<file path="src/rtl/core/gwrm_pkg.sv">
`timescale 1ns / 1ps
// ----------------------------------------------------------------------------
// gwrm_pkg
// Shared types and constants of the gain stage with RMS level meter.
// ----------------------------------------------------------------------------
package gwrm_pkg;

    localparam int SAMPLE_W   = 16;
    localparam int GAIN_W     = 16;
    localparam int GAIN_FRAC  = 12;
    localparam int FRAME_W    = 13;
    localparam int MAX_FRAME  = 4096;
    localparam int CHAN_W     = 5;
    localparam int MAX_CHAN   = 16;
    localparam int SIDX_W     = 12;
    localparam int CIDX_W     = 4;
    localparam int SUM_W      = 44;
    localparam int PROD_W     = 32;
    localparam int MAG_W      = SAMPLE_W + 1;
    localparam int ROOT_W     = SUM_W / 2;
    localparam int DREM_W     = FRAME_W - 1;
    localparam int SREM_W     = ROOT_W + 1;
    localparam int DIV_STEPS  = SUM_W;
    localparam int SQRT_STEPS = ROOT_W;
    localparam int CNT_W      = 6;
    localparam int CFG_IDX_W  = 8;
    localparam int CFG_DATA_W = 16;
    localparam int OUT_DATA_W = 56;

    localparam logic [CFG_IDX_W-1:0] CFG_GAIN          = 8'd0;
    localparam logic [CFG_IDX_W-1:0] CFG_RMS_ENABLE    = 8'd1;
    localparam logic [CFG_IDX_W-1:0] CFG_FRAME_SAMPLES = 8'd2;
    localparam logic [CFG_IDX_W-1:0] CFG_CHANNEL_COUNT = 8'd3;

    typedef enum logic [3:0] {
        ST_IDLE,
        ST_MUL,
        ST_SAT,
        ST_SQ_IN,
        ST_SQ_OUT,
        ST_ACC_OUT,
        ST_DIV_INIT,
        ST_DIV,
        ST_SQRT,
        ST_DONE
    } t_state;

    typedef enum logic [1:0] {
        MUL_GAIN,
        MUL_IN,
        MUL_OUT
    } t_mul_sel;

    typedef struct packed {
        logic     load_x;
        logic     mul_en;
        t_mul_sel mul_sel;
        logic     sat_en;
        logic     acc_in;
        logic     acc_out;
        logic     div_init;
        logic     div_step;
        logic     sqrt_step;
        logic     out_load;
        logic     end_item;
    } t_dp_cmd;

    typedef struct packed {
        logic meter_end;
        logic out_free;
    } t_dp_status;

endpackage

</file>
<file path="src/rtl/core/gwrm_ctrl.sv">
`timescale 1ns / 1ps
// ----------------------------------------------------------------------------
// gwrm_ctrl
// Sequencer: steps one sample through multiply, saturate, square and
// accumulate, and through divide and root at a metered channel end.
// ----------------------------------------------------------------------------
module gwrm_ctrl
    import gwrm_pkg::*;
(
    input  logic       i_clk,
    input  logic       i_rst_n,
    input  logic       i_in_valid,
    output logic       o_in_ready,
    output t_dp_cmd    o_cmd,
    input  t_dp_status i_status
);

    t_state             r_state, n_state;
    logic [CNT_W-1:0]   r_cnt, n_cnt;

    always_ff @(posedge i_clk) begin
        if (!i_rst_n) begin
            r_state <= ST_IDLE;
            r_cnt   <= '0;
        end else begin
            r_state <= n_state;
            r_cnt   <= n_cnt;
        end
    end

    always_comb begin
        n_state = r_state;
        n_cnt   = r_cnt;
        unique case (r_state)
            ST_IDLE:     if (i_in_valid) n_state = ST_MUL;
            ST_MUL:      n_state = ST_SAT;
            ST_SAT:      n_state = ST_SQ_IN;
            ST_SQ_IN:    n_state = ST_SQ_OUT;
            ST_SQ_OUT:   n_state = ST_ACC_OUT;
            ST_ACC_OUT:  n_state = i_status.meter_end ? ST_DIV_INIT : ST_DONE;
            ST_DIV_INIT: begin
                n_state = ST_DIV;
                n_cnt   = CNT_W'(DIV_STEPS - 1);
            end
            ST_DIV: begin
                if (r_cnt == '0) begin
                    n_state = ST_SQRT;
                    n_cnt   = CNT_W'(SQRT_STEPS - 1);
                end else begin
                    n_cnt = r_cnt - 1'b1;
                end
            end
            ST_SQRT: begin
                if (r_cnt == '0) begin
                    n_state = ST_DONE;
                end else begin
                    n_cnt = r_cnt - 1'b1;
                end
            end
            ST_DONE:     if (i_status.out_free) n_state = ST_IDLE;
            default:     n_state = ST_IDLE;
        endcase
    end

    always_comb begin
        o_cmd         = '0;
        o_cmd.mul_sel = MUL_GAIN;
        o_in_ready    = 1'b0;
        unique case (r_state)
            ST_IDLE: begin
                o_in_ready   = 1'b1;
                o_cmd.load_x = i_in_valid;
            end
            ST_MUL: begin
                o_cmd.mul_en  = 1'b1;
                o_cmd.mul_sel = MUL_GAIN;
            end
            ST_SAT:      o_cmd.sat_en = 1'b1;
            ST_SQ_IN: begin
                o_cmd.mul_en  = 1'b1;
                o_cmd.mul_sel = MUL_IN;
            end
            ST_SQ_OUT: begin
                o_cmd.acc_in  = 1'b1;
                o_cmd.mul_en  = 1'b1;
                o_cmd.mul_sel = MUL_OUT;
            end
            ST_ACC_OUT:  o_cmd.acc_out   = 1'b1;
            ST_DIV_INIT: o_cmd.div_init  = 1'b1;
            ST_DIV:      o_cmd.div_step  = 1'b1;
            ST_SQRT:     o_cmd.sqrt_step = 1'b1;
            ST_DONE: begin
                o_cmd.out_load = i_status.out_free;
                o_cmd.end_item = i_status.out_free;
            end
            default: o_in_ready = 1'b0;
        endcase
    end

endmodule

</file>
<file path="src/rtl/core/gwrm_dp.sv">
`timescale 1ns / 1ps
// ----------------------------------------------------------------------------
// gwrm_dp
// Datapath: configuration registers, shared multiplier, square sums,
// frame counters, bit-serial dividers and roots, output register.
// ----------------------------------------------------------------------------
module gwrm_dp
    import gwrm_pkg::*;
(
    input  logic                  i_clk,
    input  logic                  i_rst_n,
    input  logic                  i_cfg_we,
    input  logic [CFG_IDX_W-1:0]  i_cfg_index,
    input  logic [CFG_DATA_W-1:0] i_cfg_data,
    input  logic [SAMPLE_W-1:0]   i_sample,
    input  t_dp_cmd               i_cmd,
    output t_dp_status            o_status,
    input  logic                  i_out_ready,
    output logic                  o_out_valid,
    output logic [OUT_DATA_W-1:0] o_out_data,
    output logic                  o_out_user
);

    // configuration
    logic signed [GAIN_W-1:0] r_gain;
    logic                     r_rms_en;
    logic [FRAME_W-1:0]       r_frame;
    logic [CHAN_W-1:0]        r_chans;

    // per-sample work registers
    logic signed [SAMPLE_W-1:0] r_x;
    logic signed [PROD_W-1:0]   r_prod;
    logic signed [SAMPLE_W-1:0] r_q;
    logic                       r_sat;
    logic [MAG_W-1:0]           r_ax, r_aq;

    // frame state
    logic [SIDX_W-1:0] r_sidx;
    logic [CIDX_W-1:0] r_cidx;
    logic [SUM_W-1:0]  r_sum  [2];

    // divide and root lanes: 0 input, 1 output
    logic [SUM_W-1:0]  r_quot [2];
    logic [DREM_W-1:0] r_drem [2];
    logic [SREM_W-1:0] r_srem [2];
    logic [ROOT_W-1:0] r_root [2];

    logic                      r_out_valid;
    logic [OUT_DATA_W-1:0]     r_out_data;
    logic                      r_out_user;

    logic [FRAME_W-1:0] len_eff;
    logic [CHAN_W-1:0]  chans_eff;
    logic               last_sample, last_chan;

    logic signed [MAG_W-1:0]     op_a, op_b;
    logic signed [2*MAG_W-1:0]   prod;
    logic signed [PROD_W-1:0]    q_wide;
    logic signed [SAMPLE_W-1:0]  q_sat;
    logic                        sat_flag;
    logic signed [MAG_W-1:0]     x_ext, q_ext;

    logic [FRAME_W-1:0]  drem_sh  [2];
    logic                dge      [2];
    logic [SREM_W+1:0]   srem_sh  [2];
    logic [SREM_W+1:0]   trial    [2];
    logic                sge      [2];

    localparam logic signed [PROD_W-1:0] SMAX = PROD_W'((1 << (SAMPLE_W - 1)) - 1);
    localparam logic signed [PROD_W-1:0] SMIN = -SMAX - PROD_W'(1);

    // clamp the frame length and channel count to their legal ranges
    always_comb begin
        if (r_frame == '0) begin
            len_eff = FRAME_W'(1);
        end else if (r_frame > FRAME_W'(MAX_FRAME)) begin
            len_eff = FRAME_W'(MAX_FRAME);
        end else begin
            len_eff = r_frame;
        end
        if (r_chans == '0) begin
            chans_eff = CHAN_W'(1);
        end else if (r_chans > CHAN_W'(MAX_CHAN)) begin
            chans_eff = CHAN_W'(MAX_CHAN);
        end else begin
            chans_eff = r_chans;
        end
    end

    assign last_sample = ({1'b0, r_sidx} + FRAME_W'(1)) >= len_eff;
    assign last_chan   = ({1'b0, r_cidx} + CHAN_W'(1)) >= chans_eff;

    assign o_status.meter_end = last_sample && r_rms_en;
    assign o_status.out_free  = !r_out_valid || i_out_ready;

    // shared multiplier
    always_comb begin
        unique case (i_cmd.mul_sel)
            MUL_GAIN: begin
                op_a = MAG_W'(r_x);
                op_b = MAG_W'(r_gain);
            end
            MUL_IN: begin
                op_a = r_ax;
                op_b = r_ax;
            end
            MUL_OUT: begin
                op_a = r_aq;
                op_b = r_aq;
            end
            default: begin
                op_a = '0;
                op_b = '0;
            end
        endcase
    end
    assign prod = op_a * op_b;

    // floor shift and saturation
    always_comb begin
        q_wide   = r_prod >>> GAIN_FRAC;
        sat_flag = 1'b0;
        q_sat    = SAMPLE_W'(q_wide);
        if (q_wide > SMAX) begin
            q_sat    = SAMPLE_W'(SMAX);
            sat_flag = 1'b1;
        end else if (q_wide < SMIN) begin
            q_sat    = SAMPLE_W'(SMIN);
            sat_flag = 1'b1;
        end
        x_ext = MAG_W'(r_x);
        q_ext = MAG_W'(q_sat);
    end

    // one restoring divide step and one root step per lane
    always_comb begin
        for (int j = 0; j < 2; j++) begin
            drem_sh[j] = {r_drem[j], r_quot[j][SUM_W-1]};
            dge[j]     = drem_sh[j] >= len_eff;
            srem_sh[j] = {r_srem[j], r_quot[j][SUM_W-1:SUM_W-2]};
            trial[j]   = {1'b0, r_root[j], 2'b01};
            sge[j]     = srem_sh[j] >= trial[j];
        end
    end

    always_ff @(posedge i_clk) begin
        if (!i_rst_n) begin
            r_gain   <= GAIN_W'(1 << GAIN_FRAC);
            r_rms_en <= 1'b0;
            r_frame  <= FRAME_W'(512);
            r_chans  <= CHAN_W'(1);
        end else if (i_cfg_we) begin
            unique case (i_cfg_index)
                CFG_GAIN:          r_gain   <= GAIN_W'(i_cfg_data);
                CFG_RMS_ENABLE:    r_rms_en <= i_cfg_data[0];
                CFG_FRAME_SAMPLES: r_frame  <= i_cfg_data[FRAME_W-1:0];
                CFG_CHANNEL_COUNT: r_chans  <= i_cfg_data[CHAN_W-1:0];
                default:           r_rms_en <= r_rms_en;
            endcase
        end
    end

    // work registers need no reset
    always_ff @(posedge i_clk) begin
        if (i_cmd.load_x) begin
            r_x <= i_sample;
        end
        if (i_cmd.mul_en) begin
            r_prod <= PROD_W'(prod);
        end
        if (i_cmd.sat_en) begin
            r_q   <= q_sat;
            r_sat <= sat_flag;
            r_ax  <= (x_ext < 0) ? -x_ext : x_ext;
            r_aq  <= (q_ext < 0) ? -q_ext : q_ext;
        end
        for (int j = 0; j < 2; j++) begin
            if (i_cmd.div_init) begin
                r_quot[j] <= r_sum[j];
                r_drem[j] <= '0;
                r_srem[j] <= '0;
                r_root[j] <= '0;
            end else if (i_cmd.div_step) begin
                r_quot[j] <= {r_quot[j][SUM_W-2:0], dge[j]};
                r_drem[j] <= dge[j] ? DREM_W'(drem_sh[j] - len_eff)
                                    : DREM_W'(drem_sh[j]);
            end else if (i_cmd.sqrt_step) begin
                r_quot[j] <= {r_quot[j][SUM_W-3:0], 2'b00};
                r_srem[j] <= sge[j] ? SREM_W'(srem_sh[j] - trial[j])
                                    : SREM_W'(srem_sh[j]);
                r_root[j] <= {r_root[j][ROOT_W-2:0], sge[j]};
            end
        end
        if (i_cmd.out_load) begin
            r_out_user <= o_status.meter_end;
            if (o_status.meter_end) begin
                r_out_data <= {3'b000, r_root[1][SAMPLE_W-1:0], r_root[0][SAMPLE_W-1:0],
                               r_cidx, r_sat, r_q};
            end else begin
                r_out_data <= {39'd0, r_sat, r_q};
            end
        end
    end

    // frame state
    always_ff @(posedge i_clk) begin
        if (!i_rst_n) begin
            r_sidx   <= '0;
            r_cidx   <= '0;
            r_sum[0] <= '0;
            r_sum[1] <= '0;
        end else begin
            if (i_cmd.acc_in && r_rms_en) begin
                r_sum[0] <= r_sum[0] + SUM_W'(unsigned'(r_prod));
            end
            if (i_cmd.acc_out && r_rms_en) begin
                r_sum[1] <= r_sum[1] + SUM_W'(unsigned'(r_prod));
            end
            if (i_cmd.end_item) begin
                if (last_sample) begin
                    r_sidx   <= '0;
                    r_sum[0] <= '0;
                    r_sum[1] <= '0;
                    r_cidx   <= last_chan ? '0 : r_cidx + 1'b1;
                end else begin
                    r_sidx <= r_sidx + 1'b1;
                end
            end
        end
    end

    always_ff @(posedge i_clk) begin
        if (!i_rst_n) begin
            r_out_valid <= 1'b0;
        end else if (i_cmd.out_load) begin
            r_out_valid <= 1'b1;
        end else if (i_out_ready) begin
            r_out_valid <= 1'b0;
        end
    end

    assign o_out_valid = r_out_valid;
    assign o_out_data  = r_out_data;
    assign o_out_user  = r_out_user;

endmodule

</file>
<file path="src/rtl/core/gain_with_rms_meter_top.sv">
`timescale 1ns / 1ps
// ----------------------------------------------------------------------------
// gain_with_rms_meter_top
// Audio gain stage with saturation and a per-channel RMS level meter.
// ----------------------------------------------------------------------------
//
//  channel   direction  handshake                    payload
//  -------   ---------  ---------------------------  ---------------------------
//  s_axis    in         s_axis_tvalid/s_axis_tready  tdata: sample
//  m_axis    out        m_axis_tvalid/m_axis_tready  tdata: gained sample, meter
//                                                    tuser: rms_valid
//  cfg       in         i_cfg_valid/o_cfg_ready      index, write data
//
//  A sample passes from its input transfer through multiply, saturate, square
//  and accumulate into the output register, and the input takes no new sample
//  until the last one is loaded there: the single shared 17x17 multiplier forms
//  the gain product and both squares in turn. At the last sample of a metered
//  channel the setup state, the bit-serial dividers and square roots run first.
//  Reset is synchronous and active low; it restores the register defaults and
//  clears counters and square sums. A stalled result holds in the output
//  register while the next sample is already taken in and processed.
// ----------------------------------------------------------------------------
module gain_with_rms_meter_top
    import gwrm_pkg::*;
(
    input  logic                  i_clk,
    input  logic                  i_rst_n,

    input  logic                  s_axis_tvalid,
    output logic                  s_axis_tready,
    // [15:0] sample
    input  logic [SAMPLE_W-1:0]   s_axis_tdata,

    output logic                  m_axis_tvalid,
    input  logic                  m_axis_tready,
    // [15:0] out_sample, [16] out_saturated, [20:17] rms_channel,
    // [36:21] in_rms, [52:37] out_rms, [55:53] zero
    output logic [OUT_DATA_W-1:0] m_axis_tdata,
    // [0] rms_valid
    output logic                  m_axis_tuser,

    input  logic                  i_cfg_valid,
    output logic                  o_cfg_ready,
    input  logic [CFG_IDX_W-1:0]  i_cfg_index,
    input  logic [CFG_DATA_W-1:0] i_cfg_data
);

    t_dp_cmd    cmd;
    t_dp_status status;

    // registers accept a write in every cycle
    assign o_cfg_ready = 1'b1;

    // sequencer: issues one command set per cycle
    gwrm_ctrl u_ctrl (
        .i_clk      (i_clk),
        .i_rst_n    (i_rst_n),
        .i_in_valid (s_axis_tvalid),
        .o_in_ready (s_axis_tready),
        .o_cmd      (cmd),
        .i_status   (status)
    );

    // datapath: multiply, saturate, accumulate, divide, root, output register
    gwrm_dp u_dp (
        .i_clk       (i_clk),
        .i_rst_n     (i_rst_n),
        .i_cfg_we    (i_cfg_valid),
        .i_cfg_index (i_cfg_index),
        .i_cfg_data  (i_cfg_data),
        .i_sample    (s_axis_tdata),
        .i_cmd       (cmd),
        .o_status    (status),
        .i_out_ready (m_axis_tready),
        .o_out_valid (m_axis_tvalid),
        .o_out_data  (m_axis_tdata),
        .o_out_user  (m_axis_tuser)
    );

endmodule

</file>
<file path="config.mk">
export PLATFORM = sky130hd
export DESIGN_NAME = gain_with_rms_meter_top
export DESIGN_NICKNAME = d
export VERILOG_FILES = /design/src/rtl/core/gwrm_pkg.sv /design/src/rtl/core/gwrm_ctrl.sv /design/src/rtl/core/gwrm_dp.sv /design/src/rtl/core/gain_with_rms_meter_top.sv
export SDC_FILE = /design/constraint.sdc
export NUM_CORES = 2
export LEC_CHECK = 0
export BUFFER_PORTS_ARGS = -buffer_cell sky130_fd_sc_hd__clkbuf_2
export CORE_ASPECT_RATIO = 0.75
export CORE_MARGIN = 2
export CORE_UTILIZATION = 58
export CTS_CLUSTER_SIZE = 20
export DETAILED_ROUTE_END_ITERATION = 6
export PLACE_DENSITY = 0.82
export SLEW_MARGIN = 20
export SYNTH_ARGS = -nofsm -noshare
export SYNTH_HDL_FRONTEND = slang
export SYNTH_SLANG_ARGS = --single-unit
export TNS_END_PERCENT = 30
</file>
<file path="constraint.sdc">
create_clock -name i_clk -period 8.2 [get_ports i_clk]
set_input_delay 1.64 -clock i_clk [delete_from_list [all_inputs] [get_ports i_clk]]
set_output_delay 1.64 -clock i_clk [all_outputs]
set_load 0.05 [all_outputs]
</file>
==> out/qor.csv <==
stage;metric;value;unit
pwr;pwr/cell area;228.7;nW/µm²
detailed_routing;drt total wl;94080;µm
clocking;clock buffer depth;3;
synthesis;syn avg cell area;9.851;µm²
clocking;CTS tree;built;
synthesis;simple-gate portion of the synthesized area;16.01;%
floorplanning;die height;228.3;µm
synthesis;Post-synth EDFFs;442;
pwr;Net Sw Frac;38.41;%
timing;final worst setup slack;473.3;ps
timing;Fin Clk Skew;32.37;ps
floorplanning;core footprint;66590;µm²
global_routing;gr ovfl total;0;
synthesis;post-synthesis compound-gate area fraction;11.63;%
floorplanning;row count;82;
synthesis;synthesized cell area;38890;µm²
floorplanning;Top Ports;105;
detailed_routing;vias per cell;6.040;
detailed_routing;drt drc;7;
timing;FMAX;129.4;MHz
clocking;H-tree depth;2;
final_layout;Diodes inserted;0;
clocking;CTS buffer count;50;
detailed_routing;vias after detailed routing;29673;
run_status;status;finished, violations left;
floorplanning;Die ar.;69160;µm²
final_layout;Area Overhead vs Synth;7.892;%
synthesis;Distinct cells, synth;98;
final_layout;post-layout util;63.01;%
timing;Final Hold Fails;0;
clocking;cts hold-fix bufs;0;
pwr;Power Total;9.596;mW
worst_setup_path;Setup crit start kind;register;
global_routing;initial antenna violation count;0;
global_routing;pin count of the biggest net entering global routing;111;
detailed_routing;post-route ant nets;0;
pwr;VDD IR max;0.2181;mV
pwr;P_leak;18.30;nW
final_layout;commonest non-fill, non-tap cell in the layout;nor2_1;
timing;Least-Margin Pin Slew;1082;ps
timing;setup TNS;0;ps
global_routing;vias in the first global route;28387;
pwr;Pint;5.910;mW
synthesis;Ys Warns;0;
timing;final period utilization;94.23;%
worst_setup_path;FF-to-FF setup slack;470;ps
global_routing;global-route wire length before repair;150900;µm
worst_setup_path;worst-path maximum fanout;32;
synthesis;Seq/Total Area, Yosys;37.32;%
worst_setup_path;arrival time at the worst endpoint;8070;ps
flow_run;max-cap viol count;0;
synthesis;asr flop ratio synth;0;%
placement;DP HPWL;69070;µm
detailed_routing;Routed WL per cell;19.15;µm
pwr;NetSw;3.685;mW
detailed_routing;DRT Pass-1 Iters;7;
clocking;Skew-Pair Late Insertion Delay;620;ps
worst_setup_path;Setup CP Type;reg2reg;
pwr;sequential power share;35.0;%
final_layout;layout cells sized above 1;7.244;%
detailed_routing;Initial DRC Count;3515;
clocking;clk sink count;504;
placement;GPL Wtd Cong;1.074;
synthesis;Top FF cell, synth;edfxtp_1;
synthesis;Synth Area in XOR/XNOR;3.851;%
placement;Port Buffers;100;
placement;placed cell count;4821;
final_layout;fillers;5182;
floorplanning;Initial Utilization;58.41;%
synthesis;Mapped Cells;3948;
timing;RSZ-0062 raised after global routing;true;
floorplanning;Horiz. Die Dim;303;µm
timing;count of pins over their slew limit;0;
hold_path;worst hold path type;reg2reg;
clocking;Worst-path clk slew;60;ps
synthesis;Post-Synth Adder-Cell Area;22.57;%
synthesis;main combinational cell family by area after synthesis;adder cells;
final_layout;Final Non-Filler Cells;4913;
timing;# setup viols final;0;
final_layout;nets@finish;4566;
pwr;Comb power frac;40.0;%
pwr;clock network power share;25.0;%
timing;relative slew slack;27.88;%
placement;setup slack at placement;618.1;ps
synthesis;#FFs+latches synth;504;
worst_setup_path;CP endpoint kind;register;
worst_setup_path;Req. time, crit path;8540;ps
final_layout;commonest cells after routing, fill and taps aside;nor2_1, inv_1, edfxtp_1;
synthesis;mux share of post-synthesis cell area;2.683;%
clocking;Root Buffer;clkbuf_16;
timing;min cycle time layout;7727;ps
global_routing;GRT Overall Usage;27.23;%
run_status;failing checks;design-rule violations;
==> final cells by class <==
type / count / area [µm²] / area share, %
clock buffers: 61 / 1410 / 3.361
clock inverters: 31 / 301.5 / 0.7187
inverters: 447 / 1678 / 3.999
multi-input cells: 2854 / 22190 / 52.89
flip-flops and latches: 504 / 14510 / 34.59
well taps: 882 / 1104 / 2.630
repair buffers: 134 / 759.5 / 1.810
==> timing repair <==
action,CTS,global route
resized for setup,0,5
endpoints found under the setup margin,0,2
setup buffers,0,0
==> state kept, by name, indices dropped and copies added, names as in the netlist, 16 cells and up <==
register and flops:
u_dp.r_quot 88, u_dp.r_sum 88, u_dp.o_out_data 53, u_dp.r_srem 46, u_dp.r_root 44, u_dp.r_prod 32
u_dp.r_drem 24, u_dp.r_ax 17, u_dp.r_aq 16, u_dp.r_gain 16, u_dp.r_q 16, u_dp.r_x 16
==> path summary, 6_finish.rpt <==
path,to,depth (start not counted),start
max,u_dp.r_prod[29]$_DFFE_PP_,26,u_ctrl.r_state[1]$_SDFFE_PN0P_
max reg2reg,u_dp.r_prod[29]$_DFFE_PP_,26,u_ctrl.r_state[1]$_SDFFE_PN0P_
min,u_dp.o_out_data[13]$_DFFE_PP_,0,u_dp.r_q[13]$_DFFE_PP_
min reg2reg,u_dp.o_out_data[13]$_DFFE_PP_,0,u_dp.r_q[13]$_DFFE_PP_
==> cell families (layout without fill, tap and decap cells) <==
family / Yosys count / in the layout
adders and majority gates: 530 / 530
AOI/OAI and AO/OA: 660 / 660
DFF: 504 / 504
and+or+nand+nor: 1383 / 1383
muxes: 104 / 104
xor gates and xnor gates: 171 / 171
other: 2 / 6
buffers and inverters: 594 / 673
==> critical path: stages, from the launching register on <==
cell and delay [ps]:
dfxtp_1 310, buf_4 220, nand2_1 130, nor3_2 130
buf_4 260, nor2_2 60, buf_4 250, nand2_1 220
and2_1 580, nor2_1 200, fa_1 500, fa_1 520
fa_1 560, fa_1 520, fa_1 550, inv_1 60
fa_1 520, inv_1 40, ha_1 330, a21oi_1 210
nand2_1 90, a211oi_1 420, o21ai_0 240, nand2_1 130
o21ai_0 90, a21oi_1 180, xnor2_1 90
==> layer usage <==
layer  share of wire, %  track usage (%)
met2                 45            40.87
met3                 11            5.610
met1                 42            40.09
met5                  0                0
met4                2.7            7.482
==> synthesized netlist by cell type (46+ instances only) <==
library cell  instances  area (µm²)
and3_1               46       287.8
dfxtp_1              62        1241
xor2_1               63       551.8
xnor2_1             108       945.9
fa_1                286        5725
nand3_1              55       275.3
nor3_1               70       350.3
o21ai_0             113       565.5
a21o_1               65       488.0
mux2i_1             102        1021
and2_1               48       300.3
ha_1                244        3053
edfxtp_1            442       13270
nor2b_1              65       406.6
clkbuf_1            100       375.4
nand2_1             333        1250
o22ai_1              84       525.5
a21oi_1             129       645.6
inv_1               446        1674
nor2_1              619        2323
==> power by group through the flow <==
stage | Sequential (mW) | Combinational (mW) | Clock [mW]
4_1_cts | 3.33 | 3.80 | 2.42
2_1_floorplan | 3.23 | 2.94 | 0
6_report | 3.36 | 3.84 | 2.40
3_5_place_dp | 3.39 | 3.77 | 0
3_3_place_gp | 3.39 | 3.64 | 0
5_1_grt | 3.35 | 4.32 | 2.53
==> through the flow <==
step,hold WS [ps],area (µm²)
2_1_floorplan,400.3,38900
3_3_place_gp,401.2,40210
3_5_place_dp,404.5,40210
4_1_cts,420.7,41930
5_1_grt,425.2,41960
6_report,419.3,41960
(Power assumes the default switching activity.)
